==> config.mk <==
export PLATFORM = sky130hd
export DESIGN_NAME = pwm_timer_setting_calculator_unit
export DESIGN_NICKNAME = d
export VERILOG_FILES = /design/src/rtl/core/ptsc_pkg.sv /design/src/rtl/core/pwm_timer_setting_calculator_unit.sv /design/src/rtl/core/ptsc_serdiv.sv
export SDC_FILE = /design/constraint.sdc
export NUM_CORES = 1
export LEC_CHECK = 0
export ABC_AREA = 1
export BUFFER_PORTS_ARGS = -buffer_cell sky130_fd_sc_hd__buf_2
export CORE_ASPECT_RATIO = 0.75
export CORE_UTILIZATION = 60
export DETAILED_ROUTE_END_ITERATION = 7
export PLACE_DENSITY = 0.88
export SLEW_MARGIN = 5
export SYNTH_ARGS = -nofsm -noshare
export SYNTH_HDL_FRONTEND = slang
export SYNTH_SLANG_ARGS = --single-unit
==> constraint.sdc <==
create_clock -name clock -period 7.9 [get_ports clock]
set_input_delay 1.58 -clock clock [delete_from_list [all_inputs] [get_ports clock]]
set_output_delay 1.58 -clock clock [all_outputs]
set_load 0.01 [all_outputs]
==> src/rtl/core/ptsc_pkg.sv <==
`default_nettype none

package ptsc_pkg;

   localparam int unsigned CLK_W     = 32;
   localparam int unsigned FREQ_W    = 32;
   localparam int unsigned DUTY_W    = 18;
   localparam int unsigned DUTYC_W   = 17;
   localparam int unsigned REG16_W   = 16;
   localparam int unsigned CHAN_W    = 2;
   localparam int unsigned DIV_CNT_W = 5;
   localparam int unsigned MUL_CNT_W = 4;

   localparam logic [CLK_W-1:0]   SYSCLK_RESET = 32'd72000000;
   localparam logic [DUTYC_W-1:0] DUTY_ONE     = 17'd65536;

   typedef enum logic [2:0] {
      ST_IDLE,
      ST_DIV1,
      ST_DIV2,
      ST_MUL,
      ST_DONE
   } state_type;

   typedef struct packed {
      logic start;
      logic half;    // quotient known to fit 16 bits: 16 steps
   } div_ctrl_type;

   typedef struct packed {
      logic done;    // one-cycle pulse, quotient valid
      logic zero;    // quotient is zero
   } div_stat_type;

   // Q2.16 duty clamped to 0..1.0
   function automatic logic [DUTYC_W-1:0] clamp_duty(input logic [DUTY_W-1:0] raw);
      logic [DUTYC_W-1:0] v;
      v = raw[DUTYC_W-1:0];
      if (raw[DUTY_W-1]) begin
         return '0;
      end else if (v > DUTY_ONE) begin
         return DUTY_ONE;
      end
      return v;
   endfunction

endpackage

`default_nettype wire

==> src/rtl/core/pwm_timer_setting_calculator_unit.sv <==
// PWM timer setting calculator. Each request beat carries a carrier frequency and a Q2.16
// duty for one of four lines; the response beat gives prescaler, auto-reload and compare
// for a 16-bit timer clocked at the csr_wdata clock rate (reset 72 MHz). One request is
// worked at a time, through the shared bit-serial divider (32 steps for ticks = clock /
// carrier, 16 steps for ticks / (prescaler + 1)) and a 16-step shift-add multiplier for
// compare. A zero carrier answers with line_off set and all settings zero. A finished
// response waits in an output register, so the next request is taken while it is still
// unread.
`default_nettype none

module pwm_timer_setting_calculator_unit (
   input  wire logic        clock,
   input  wire logic        reset,
   input  wire logic        csr_we,
   input  wire logic [31:0] csr_wdata,   // system_clock_hz
   input  wire logic        req_tvalid,
   output      logic        req_tready,
   input  wire logic [55:0] req_tdata,   // carrier_hz[31:0], duty_fraction[49:32], zero pad
   input  wire logic [1:0]  req_tuser,   // channel[1:0]
   output      logic        rsp_tvalid,
   input  wire logic        rsp_tready,
   output      logic [47:0] rsp_tdata,   // prescaler[15:0], auto_reload[31:16], compare[47:32]
   output      logic [2:0]  rsp_tuser    // channel_out[1:0], line_off[2]
);

   ptsc_pkg::state_type               state_ff, state_in;
   logic [ptsc_pkg::CLK_W-1:0]        sysclk_ff;
   logic [ptsc_pkg::CHAN_W-1:0]       chan_ff;
   logic                              off_ff;
   logic [ptsc_pkg::DUTYC_W-1:0]      duty_ff;
   logic [ptsc_pkg::REG16_W-1:0]      psc_ff;
   logic [ptsc_pkg::REG16_W-1:0]      reload_ff;
   logic [ptsc_pkg::DUTYC_W-1:0]      mul_hi_ff;
   logic [ptsc_pkg::REG16_W-1:0]      mul_lo_ff;
   logic [ptsc_pkg::MUL_CNT_W-1:0]    mul_cnt_ff;
   logic                              rsp_valid_ff;
   logic [47:0]                       rsp_data_ff;
   logic [2:0]                        rsp_user_ff;

   logic [ptsc_pkg::FREQ_W-1:0]       carrier;
   logic                              accept;
   logic                              load_psc;
   logic                              load_mul;
   logic                              mul_step;
   logic                              out_load;
   ptsc_pkg::div_ctrl_type            div_ctrl;
   ptsc_pkg::div_stat_type            div_stat;
   logic [ptsc_pkg::CLK_W-1:0]        div_dividend;
   logic [ptsc_pkg::CLK_W-1:0]        div_divisor;
   logic [ptsc_pkg::CLK_W-1:0]        div_quo;
   logic [ptsc_pkg::CLK_W-1:0]        ticks;
   logic [ptsc_pkg::REG16_W:0]        psc_plus1;
   logic [ptsc_pkg::REG16_W-1:0]      quot16;
   logic [ptsc_pkg::REG16_W-1:0]      reload;
   logic [ptsc_pkg::DUTYC_W:0]        mul_sum;
   logic [ptsc_pkg::REG16_W-1:0]      cmp;

   assign carrier = req_tdata[31:0];

   // datapath helpers
   always_comb begin
      ticks     = div_stat.zero ? ptsc_pkg::CLK_W'(1) : div_quo;
      psc_plus1 = {1'b0, ticks[31:16]} + 17'd1;
      quot16    = (div_quo[15:0] == '0) ? 16'd1 : div_quo[15:0];
      reload    = quot16 - 16'd1;
      mul_sum   = {1'b0, mul_hi_ff} + (mul_lo_ff[0] ? {1'b0, duty_ff} : '0);
      // round half up: bit 15 of the product's low half
      cmp       = mul_hi_ff[15:0] + {15'd0, mul_lo_ff[15]};
   end

   // next state and control
   always_comb begin
      state_in      = state_ff;
      accept        = 1'b0;
      load_psc      = 1'b0;
      load_mul      = 1'b0;
      mul_step      = 1'b0;
      out_load      = 1'b0;
      req_tready    = 1'b0;
      div_ctrl      = '0;
      div_dividend  = sysclk_ff;
      div_divisor   = carrier;
      case (state_ff)
         ptsc_pkg::ST_IDLE: begin
            req_tready = 1'b1;
            if (req_tvalid) begin
               accept = 1'b1;
               if (carrier == '0) begin
                  state_in = ptsc_pkg::ST_DONE;
               end else begin
                  div_ctrl.start = 1'b1;
                  state_in       = ptsc_pkg::ST_DIV1;
               end
            end
         end
         ptsc_pkg::ST_DIV1: begin
            div_dividend = ticks;
            div_divisor  = {15'd0, psc_plus1};
            if (div_stat.done) begin
               load_psc       = 1'b1;
               div_ctrl.start = 1'b1;
               div_ctrl.half  = 1'b1;
               state_in       = ptsc_pkg::ST_DIV2;
            end
         end
         ptsc_pkg::ST_DIV2: begin
            if (div_stat.done) begin
               load_mul = 1'b1;
               state_in = ptsc_pkg::ST_MUL;
            end
         end
         ptsc_pkg::ST_MUL: begin
            mul_step = 1'b1;
            if (mul_cnt_ff == '0) begin
               state_in = ptsc_pkg::ST_DONE;
            end
         end
         ptsc_pkg::ST_DONE: begin
            if (!rsp_valid_ff || rsp_tready) begin
               out_load = 1'b1;
               state_in = ptsc_pkg::ST_IDLE;
            end
         end
         default: begin
            state_in = ptsc_pkg::ST_IDLE;
         end
      endcase
   end

   ptsc_serdiv u_div (
      .clock    (clock),
      .reset    (reset),
      .ctrl     (div_ctrl),
      .dividend (div_dividend),
      .divisor  (div_divisor),
      .stat     (div_stat),
      .quotient (div_quo)
   );

   always_ff @(posedge clock) begin
      if (reset) begin
         state_ff     <= ptsc_pkg::ST_IDLE;
         sysclk_ff    <= ptsc_pkg::SYSCLK_RESET;
         rsp_valid_ff <= 1'b0;
      end else begin
         state_ff <= state_in;
         if (csr_we) begin
            sysclk_ff <= csr_wdata;
         end
         if (out_load) begin
            rsp_valid_ff <= 1'b1;
         end else if (rsp_tready) begin
            rsp_valid_ff <= 1'b0;
         end
      end
   end

   always_ff @(posedge clock) begin
      if (accept) begin
         chan_ff <= req_tuser;
         duty_ff <= ptsc_pkg::clamp_duty(req_tdata[49:32]);
         off_ff  <= (carrier == '0);
         // zeros serve the line-off answer
         psc_ff    <= '0;
         reload_ff <= '0;
         mul_hi_ff <= '0;
         mul_lo_ff <= '0;
      end
      if (load_psc) begin
         psc_ff <= ticks[31:16];
      end
      if (load_mul) begin
         reload_ff  <= reload;
         mul_hi_ff  <= '0;
         mul_lo_ff  <= reload;
         mul_cnt_ff <= ptsc_pkg::MUL_CNT_W'(ptsc_pkg::REG16_W - 1);
      end
      if (mul_step) begin
         mul_hi_ff  <= mul_sum[ptsc_pkg::DUTYC_W:1];
         mul_lo_ff  <= {mul_sum[0], mul_lo_ff[ptsc_pkg::REG16_W-1:1]};
         mul_cnt_ff <= mul_cnt_ff - ptsc_pkg::MUL_CNT_W'(1);
      end
      if (out_load) begin
         rsp_data_ff <= {cmp, reload_ff, psc_ff};
         rsp_user_ff <= {off_ff, chan_ff};
      end
   end

   assign rsp_tvalid = rsp_valid_ff;
   assign rsp_tdata  = rsp_data_ff;
   assign rsp_tuser  = rsp_user_ff;

endmodule

`default_nettype wire

==> src/rtl/core/ptsc_serdiv.sv <==
`default_nettype none

// Restoring divider, one quotient bit per cycle.
module ptsc_serdiv (
   input  wire logic                          clock,
   input  wire logic                          reset,
   input  wire ptsc_pkg::div_ctrl_type        ctrl,
   input  wire logic [ptsc_pkg::CLK_W-1:0]    dividend,
   input  wire logic [ptsc_pkg::CLK_W-1:0]    divisor,
   output      ptsc_pkg::div_stat_type        stat,
   output      logic [ptsc_pkg::CLK_W-1:0]    quotient
);

   logic [ptsc_pkg::CLK_W-1:0]     rem_ff, rem_in;
   logic [ptsc_pkg::CLK_W-1:0]     quo_ff, quo_in;
   logic [ptsc_pkg::CLK_W-1:0]     dsr_ff;
   logic [ptsc_pkg::DIV_CNT_W-1:0] cnt_ff;
   logic                           busy_ff;
   logic                           done_ff;
   logic [ptsc_pkg::CLK_W+1:0]     diff;
   logic                           fits;

   always_comb begin
      diff   = {1'b0, rem_ff, quo_ff[ptsc_pkg::CLK_W-1]} - {2'b00, dsr_ff};
      fits   = !diff[ptsc_pkg::CLK_W+1];
      rem_in = fits ? diff[ptsc_pkg::CLK_W-1:0]
                    : {rem_ff[ptsc_pkg::CLK_W-2:0], quo_ff[ptsc_pkg::CLK_W-1]};
      quo_in = {quo_ff[ptsc_pkg::CLK_W-2:0], fits};
   end

   always_ff @(posedge clock) begin
      if (reset) begin
         busy_ff <= 1'b0;
         done_ff <= 1'b0;
         cnt_ff  <= '0;
      end else begin
         done_ff <= 1'b0;
         if (ctrl.start) begin
            busy_ff <= 1'b1;
            cnt_ff  <= ctrl.half ? ptsc_pkg::DIV_CNT_W'(ptsc_pkg::REG16_W - 1)
                                 : ptsc_pkg::DIV_CNT_W'(ptsc_pkg::CLK_W - 1);
         end else if (busy_ff) begin
            cnt_ff <= cnt_ff - ptsc_pkg::DIV_CNT_W'(1);
            if (cnt_ff == '0) begin
               busy_ff <= 1'b0;
               done_ff <= 1'b1;
            end
         end
      end
   end

   always_ff @(posedge clock) begin
      if (ctrl.start) begin
         dsr_ff <= divisor;
         if (ctrl.half) begin
            // high half already below the divisor: start mid-way
            rem_ff <= {16'd0, dividend[31:16]};
            quo_ff <= {dividend[15:0], 16'd0};
         end else begin
            rem_ff <= '0;
            quo_ff <= dividend;
         end
      end else if (busy_ff) begin
         rem_ff <= rem_in;
         quo_ff <= quo_in;
      end
   end

   assign stat.done = done_ff;
   assign stat.zero = (quo_ff == '0);
   assign quotient  = quo_ff;

endmodule

`default_nettype wire

Yosys cells after proc, flatten, opt, wreduce, memory -nomap -nowiden
Cells that the tools add are included.
{"block": "word_totals", "reg_bits": 279, "input_bits": 95, "out_inout_bits": 53, "word_cells": 112}
{"block": "classes", "add_sub_neg": 7, "order_cmp": 1, "eq_ne": 9, "muxes": 57, "bitwise": 1, "reduce_logical": 17}
{"operator": "$mux W32", "count": 8}
{"operator": "$mux W17", "count": 8}
{"operator": "$mux W16", "count": 6}
{"operator": "$logic_not A32 Y1", "count": 2}
{"operator": "$sub A33 B32 Y34", "count": 1}
{"operator": "$mux W1", "count": 21}
{"operator": "$add A17 B17 Y18", "count": 1}
{"operator": "$mux W3", "count": 6}
{"operator": "$add A16 B1 Y17 const B", "count": 1}
{"operator": "$gt A17 B17 Y1 const B", "count": 1}
{"operator": "$add A16 B1 Y16", "count": 1}
{"operator": "$logic_not A16 Y1", "count": 1}
{"operator": "$sub A16 B1 Y16 const B", "count": 1}
{"operator": "$mux W5", "count": 3}
{"operator": "$pmux W3 S5", "count": 1}
{"operator": "$reduce_bool A2 Y1", "count": 5}
{"operator": "$mux W4", "count": 2}
{"operator": "$eq A3 B2 Y1 const B", "count": 2}
{"operator": "$ne A2 B2 Y1 const B", "count": 3}
{"operator": "$logic_not A5 Y1", "count": 1}
{"operator": "$reduce_and A5 Y1", "count": 1}
{"operator": "$sub A5 B1 Y5 const B", "count": 1}
{"operator": "$logic_not A4 Y1", "count": 1}
{"operator": "$ne A2 B1 Y1 const B", "count": 2}
{"operator": "11 further kinds", "count": 12}

Depth between registers and ports, before layout
{"block": "logic_depth", "depth_word": 5, "depth_mapped": 16, "depth_no_buf": 16}

Hierarchy
From an unflattened synthesis, not the netlist that was laid out.
{"block": "hier_totals", "cells_unflattened": 2065, "hier_area_um2": 16394.5}
{"module": "pwm_timer_setting_calculator_unit", "instances": 1, "cells_each": 1088, "area_per_inst_um2": 9165.0, "seq_area_each_um2": 4924.7}
{"module": "ptsc_serdiv", "instances": 1, "cells_each": 977, "area_per_inst_um2": 7229.4, "seq_area_each_um2": 3022.9}

Worst setup path after synthesis
Ideal clock, no wire load.
{"block": "synth_path", "path_kind": "input-to-reg", "startpoint": "input port req_tdata[14]", "endpoint": "register u_div.quo_ff (netlist bit u_div.quotient[0]) (enable)", "setup_ps": 693, "arrival_time_ps": 3560, "required_time_ps": 7207, "setup_slack_ps": 3648, "stages": 9, "n_path_buf": 1, "cell_sequence": "nor2_1 > nand2_1 > nor2_1 > nand4_1 > nand2_1 > nand2_1 > inv_2 > clkbuf_1 > nand2_1"}
{"block": "synth_via", "elab_chain_cells": 5}
{"element": "start: declaration", "line": "pwm_timer_setting_calculator_unit.sv:18", "text": "input wire logic [55:0] req_tdata,"}
{"element": "$logic_not A32 Y1", "line": "pwm_timer_setting_calculator_unit.sv:88", "text": "if (carrier == '0) begin"}
{"element": "$mux W1", "line": "pwm_timer_setting_calculator_unit.sv:88"}
{"element": "$mux W1", "line": "pwm_timer_setting_calculator_unit.sv:86", "text": "if (req_tvalid) begin"}
{"element": "$pmux W1 S2", "line": "pwm_timer_setting_calculator_unit.sv:83", "text": "case (state_ff)"}
{"element": "$reduce_bool A2 Y1 (no line)"}
{"element": "end signal: assignment", "line": "ptsc_serdiv.sv:58", "text": "quo_ff <= {dividend[15:0], 16'd0};"}
{"element": "end signal: assignment", "line": "ptsc_serdiv.sv:61", "text": "quo_ff <= dividend;"}
{"element": "end signal: assignment", "line": "ptsc_serdiv.sv:65", "text": "quo_ff <= quo_in;"}
{"element": "end: declaration", "line": "ptsc_serdiv.sv:15", "text": "logic [ptsc_pkg::CLK_W-1:0] quo_ff, quo_in;"}
No other way between the ends.
A chain may end at the register's enable or synchronous reset.

Final worst setup path
{"block": "layout_path", "startpoint": "input port req_tdata[31]", "endpoint": "register u_div.rem_ff[26] in the netlist's numbering (enable)"}
{"block": "layout_via", "elab_chain_cells": 5}
{"element": "$logic_not A32 Y1", "line": "pwm_timer_setting_calculator_unit.sv:88"}
{"element": "$mux W1", "line": "pwm_timer_setting_calculator_unit.sv:88"}
{"element": "$mux W1", "line": "pwm_timer_setting_calculator_unit.sv:86"}
{"element": "$pmux W1 S2", "line": "pwm_timer_setting_calculator_unit.sv:83"}
{"element": "$reduce_bool A2 Y1 (no line)"}
{"element": "end signal: assignment", "line": "ptsc_serdiv.sv:57", "text": "rem_ff <= {16'd0, dividend[31:16]};"}
{"element": "end signal: assignment", "line": "ptsc_serdiv.sv:64", "text": "rem_ff <= rem_in;"}
{"element": "end: declaration", "line": "ptsc_serdiv.sv:14", "text": "logic [ptsc_pkg::CLK_W-1:0] rem_ff, rem_in;"}
No other way between the ends.

==> summary.md <==
| Metric | Value |
|---|---|
| Status | completed |
| Multi-input logic area | about 6400 µm² |
| Cells after synthesis | 2,000 |
| Initial DRC Count | approximately 1,900 |
| Fin crit share | 0.607 |
| Post-synthesis async set-or-reset flop share | 0 |
| Post-CTS Setup Bufs | 0 |
| Worst Setup End Kind | register |
| Core ar. | around 26,000 µm² |
| CTS Buffer Depth | 3 |
| RSZ-0062 raised after global routing | no |
| Placer Congestion | 1.02 |
| # fillers | about 2,000 |
| DIE AREA | 27,200 µm² |
| Share of layout cells above drive strength 1 | 0.103 |
| Relative slew margins | 0.260 |
| Critical path arrival | roughly 5000 ps |
| Number of port buffers | roughly 140 |
| Nets | around 2,300 |
| Pwr dens | roughly 420 nW/µm² |
| Post-route cell area | 17,800 µm² |
| Final Hold Slack | 418 ps |
| GRT Total Usage | 0.306 |
| H-tree Lvls | 1 |
| CTS root buf | clkbuf_16 |
| Area Overhead vs Synth | 11.7% |
| Post-synthesis cell area | ~16,000 µm² |
| Antenna Nets Post-Route | 0 |
| Inserted Clock Buffers | 28 |
| Peak Freq | 208 MHz |
| CTS tree | yes |
| Final min period | about 4800 ps |
| Non-Filler Instances | roughly 2,500 |
| Mapped Nets | between 2,000 and 2,500 |
| Max-Cap Viols | 0 |
| Tightest Pin Transition | 1110 ps |
| Synth warnings | 0 |
| EDFF count, synth | ~240 |
| Number of remaining DRC errors | 0 |
| Seq/Total Area, Yosys | 0.498 |
| Final number of hold-violating endpoints | 0 |
| CP max FO | 51 |
| Number of global-route vias before repair | around 13,000 |
| Vias per cell | 5.64 |
| Die Ht | around 140 µm |
| WP data required | 8110 ps |
| Synth Flop Type | edfxtp_1 |
| DRT Wirelength | roughly 41 mm |
| Crit Path Category | input port to register |
| Flops & latches, synth | between 200 and 300 |
| Number of inserted diodes | 0 |
| Most frequent cells in the layout | nand2_1 (542), inv_1 (348), nor2_1 (253) |
| DR vias | 14,000 |
| First-pass GRT wire length | around 65 mm |
| Most common cell after layout, fill and taps aside | nand2_1 |
| Pin count of the biggest net entering global routing | 90 |
| Setup TNS | 0 ps |
| Hold Buf Count CTS | 0 |
| Average cell area after synthesis | 7.97 µm² |
| Leakage | roughly 8.7 nW |
| CTS sink cnt | 279 |
| Placed insts | between 2,000 and 2,500 |
| Finished Core Util | 0.684 |
| Worst-Skew Late Latency | about 570 ps |
| Post_cts resized | 0 |
| Worst IR Drop VDD | 204 µV |
| Tot Pwr | 7.41 mW |
| DR WL/cell | 16.7 µm |
| Setup WS pre-CTS | between 2000 and 3000 ps |
| Hold Crit Class | register to register |
| Die width | 190 µm |
| Clock skew | approximately 34 ps |
| FF/Latch Area | between 7000 and 8000 µm² |
| Dpl hpwl | roughly 30 mm |
| Row count | 51 |
| Antenna violations before repair | 0 |
| GRT overflow | 0 |
| Slew Viols, Final | 0 |
| Unique masters post-synth | 44 |
| # setup viols final | 0 |
| Placed Area | approximately 17,000 µm² |
| Initial core utilization | 0.612 |
| Pre-Repair DR Iteration Count | 6 |
| Worst setup margin | about 3100 ps |
| Startpoint Class | input port |
| Ports | 148 |
| Clk slew on worst S/H paths | roughly 60 ps |
critical path, cell delays in order:
cell and delay (ps):
buf_2 100, nor2_1 100, nand2_1 90, nor2_1 190, nand4_1 880, nand2_1 380
nand2_2 110, inv_2 60, buf_4 510, nand2_2 460, buf_4 490
layout make-up:
cell class	count	area share
timing repair buffer	149	0.0430
clock buffer	41	0.0443
inverter	353	0.0744
tap	344	0.0242
multi-input combinational	1314	0.361
sequential	279	0.446
clock inverter	11	0.00702
layer usage:
layer / vias up / GRT usage / routed length [µm]
met5: - / 0 / 0
met4: 0 / 0.101 / 1370
met3: 107 / 0.0700 / 5400
met2: 896 / 0.452 / 17400
met1: 6378 / 0.444 / 17300
li1: 6662 / - / -
cell usage after synthesis, drive strengths merged (2+ instances only):
| master | instances | share of area |
|---|---|---|
| clkinv | 2 | 0.00047 |
| o21ai | 110 | 0.035 |
| inv | 351 | 0.083 |
| nand3b | 2 | 0.00094 |
| a22oi | 2 | 0.00094 |
| a21oi | 94 | 0.030 |
| o21bai | 3 | 0.0014 |
| nor2 | 263 | 0.064 |
| nand2 | 553 | 0.13 |
| nand3 | 96 | 0.032 |
| a31oi | 3 | 0.0012 |
| dfxtp | 43 | 0.054 |
| xnor2 | 16 | 0.0088 |
| nor3 | 16 | 0.0060 |
| or2 | 3 | 0.0012 |
| xor2 | 26 | 0.014 |
| a21o | 8 | 0.0038 |
| edfxtp | 236 | 0.44 |
| ha | 56 | 0.044 |
| clkbuf | 30 | 0.0071 |
| buf | 24 | 0.0095 |
| nand4 | 45 | 0.018 |
| fa | 2 | 0.0025 |
| nor4 | 6 | 0.0024 |
| o31ai | 3 | 0.0014 |
| and2 | 3 | 0.0012 |
state kept, by name, indices dropped and copies added (netlist names):
| signal | flops |
|---|---|
| state_ff | 3 |
| u_div.cnt_ff | 5 |
| rsp_tvalid | 1 |
| psc_ff | 16 |
| duty_ff | 17 |
| u_div.done_ff | 1 |
| mul_hi_ff | 17 |
| u_div.busy_ff | 1 |
| u_div.dsr_ff | 32 |
| mul_cnt_ff | 4 |
| u_div.quotient | 32 |
| rsp_tuser | 3 |
| off_ff | 1 |
| u_div.rem_ff | 32 |
| mul_lo_ff | 16 |
| rsp_tdata | 48 |
| sysclk_ff | 32 |
| reload_ff | 16 |
| chan_ff | 2 |
report_power, final:
group | internal [mW] | total, mW | leakage [nW] | switching, mW
combinational | 1.08 | 3.55 | 5.59 | 2.48
sequential | 2.24 | 2.53 | 2.64 | 0.288
clock | 0.760 | 1.32 | 0.437 | 0.564
cell families after synthesis:
kind of cell | after synthesis | synth area share
AND/OR/NAND/NOR | 989 | 0.258
buffers and inverters | 407 | 0.0997
adder cells (fa/ha/maj) | 58 | 0.0465
flip-flops | 279 | 0.498
XOR/XNOR | 42 | 0.0231
AO/OA/AOI/OAI | 225 | 0.0743
worst paths after layout:
| check | from | endpoint | slack (ps) | depth (start not counted) |
|---|---|---|---|---|
| setup / recovery | req_tdata[31] | u_div.rem_ff[26]$_SDFFCE_PP0P_ | 3100 | 11 |
| hold / removal | psc_ff[15]$_SDFFCE_PN0P_ | rsp_tdata[15]$_DFFE_PP_ | 420 | 0 |
| setup reg to reg | state_ff[2]$_SDFFE_PP0P_ | u_div.rem_ff[26]$_SDFFCE_PP0P_ | 4410 | 10 |
| hold reg to reg | psc_ff[15]$_SDFFCE_PN0P_ | rsp_tdata[15]$_DFFE_PP_ | 420 | 0 |
(Power assumes the default switching activity.)
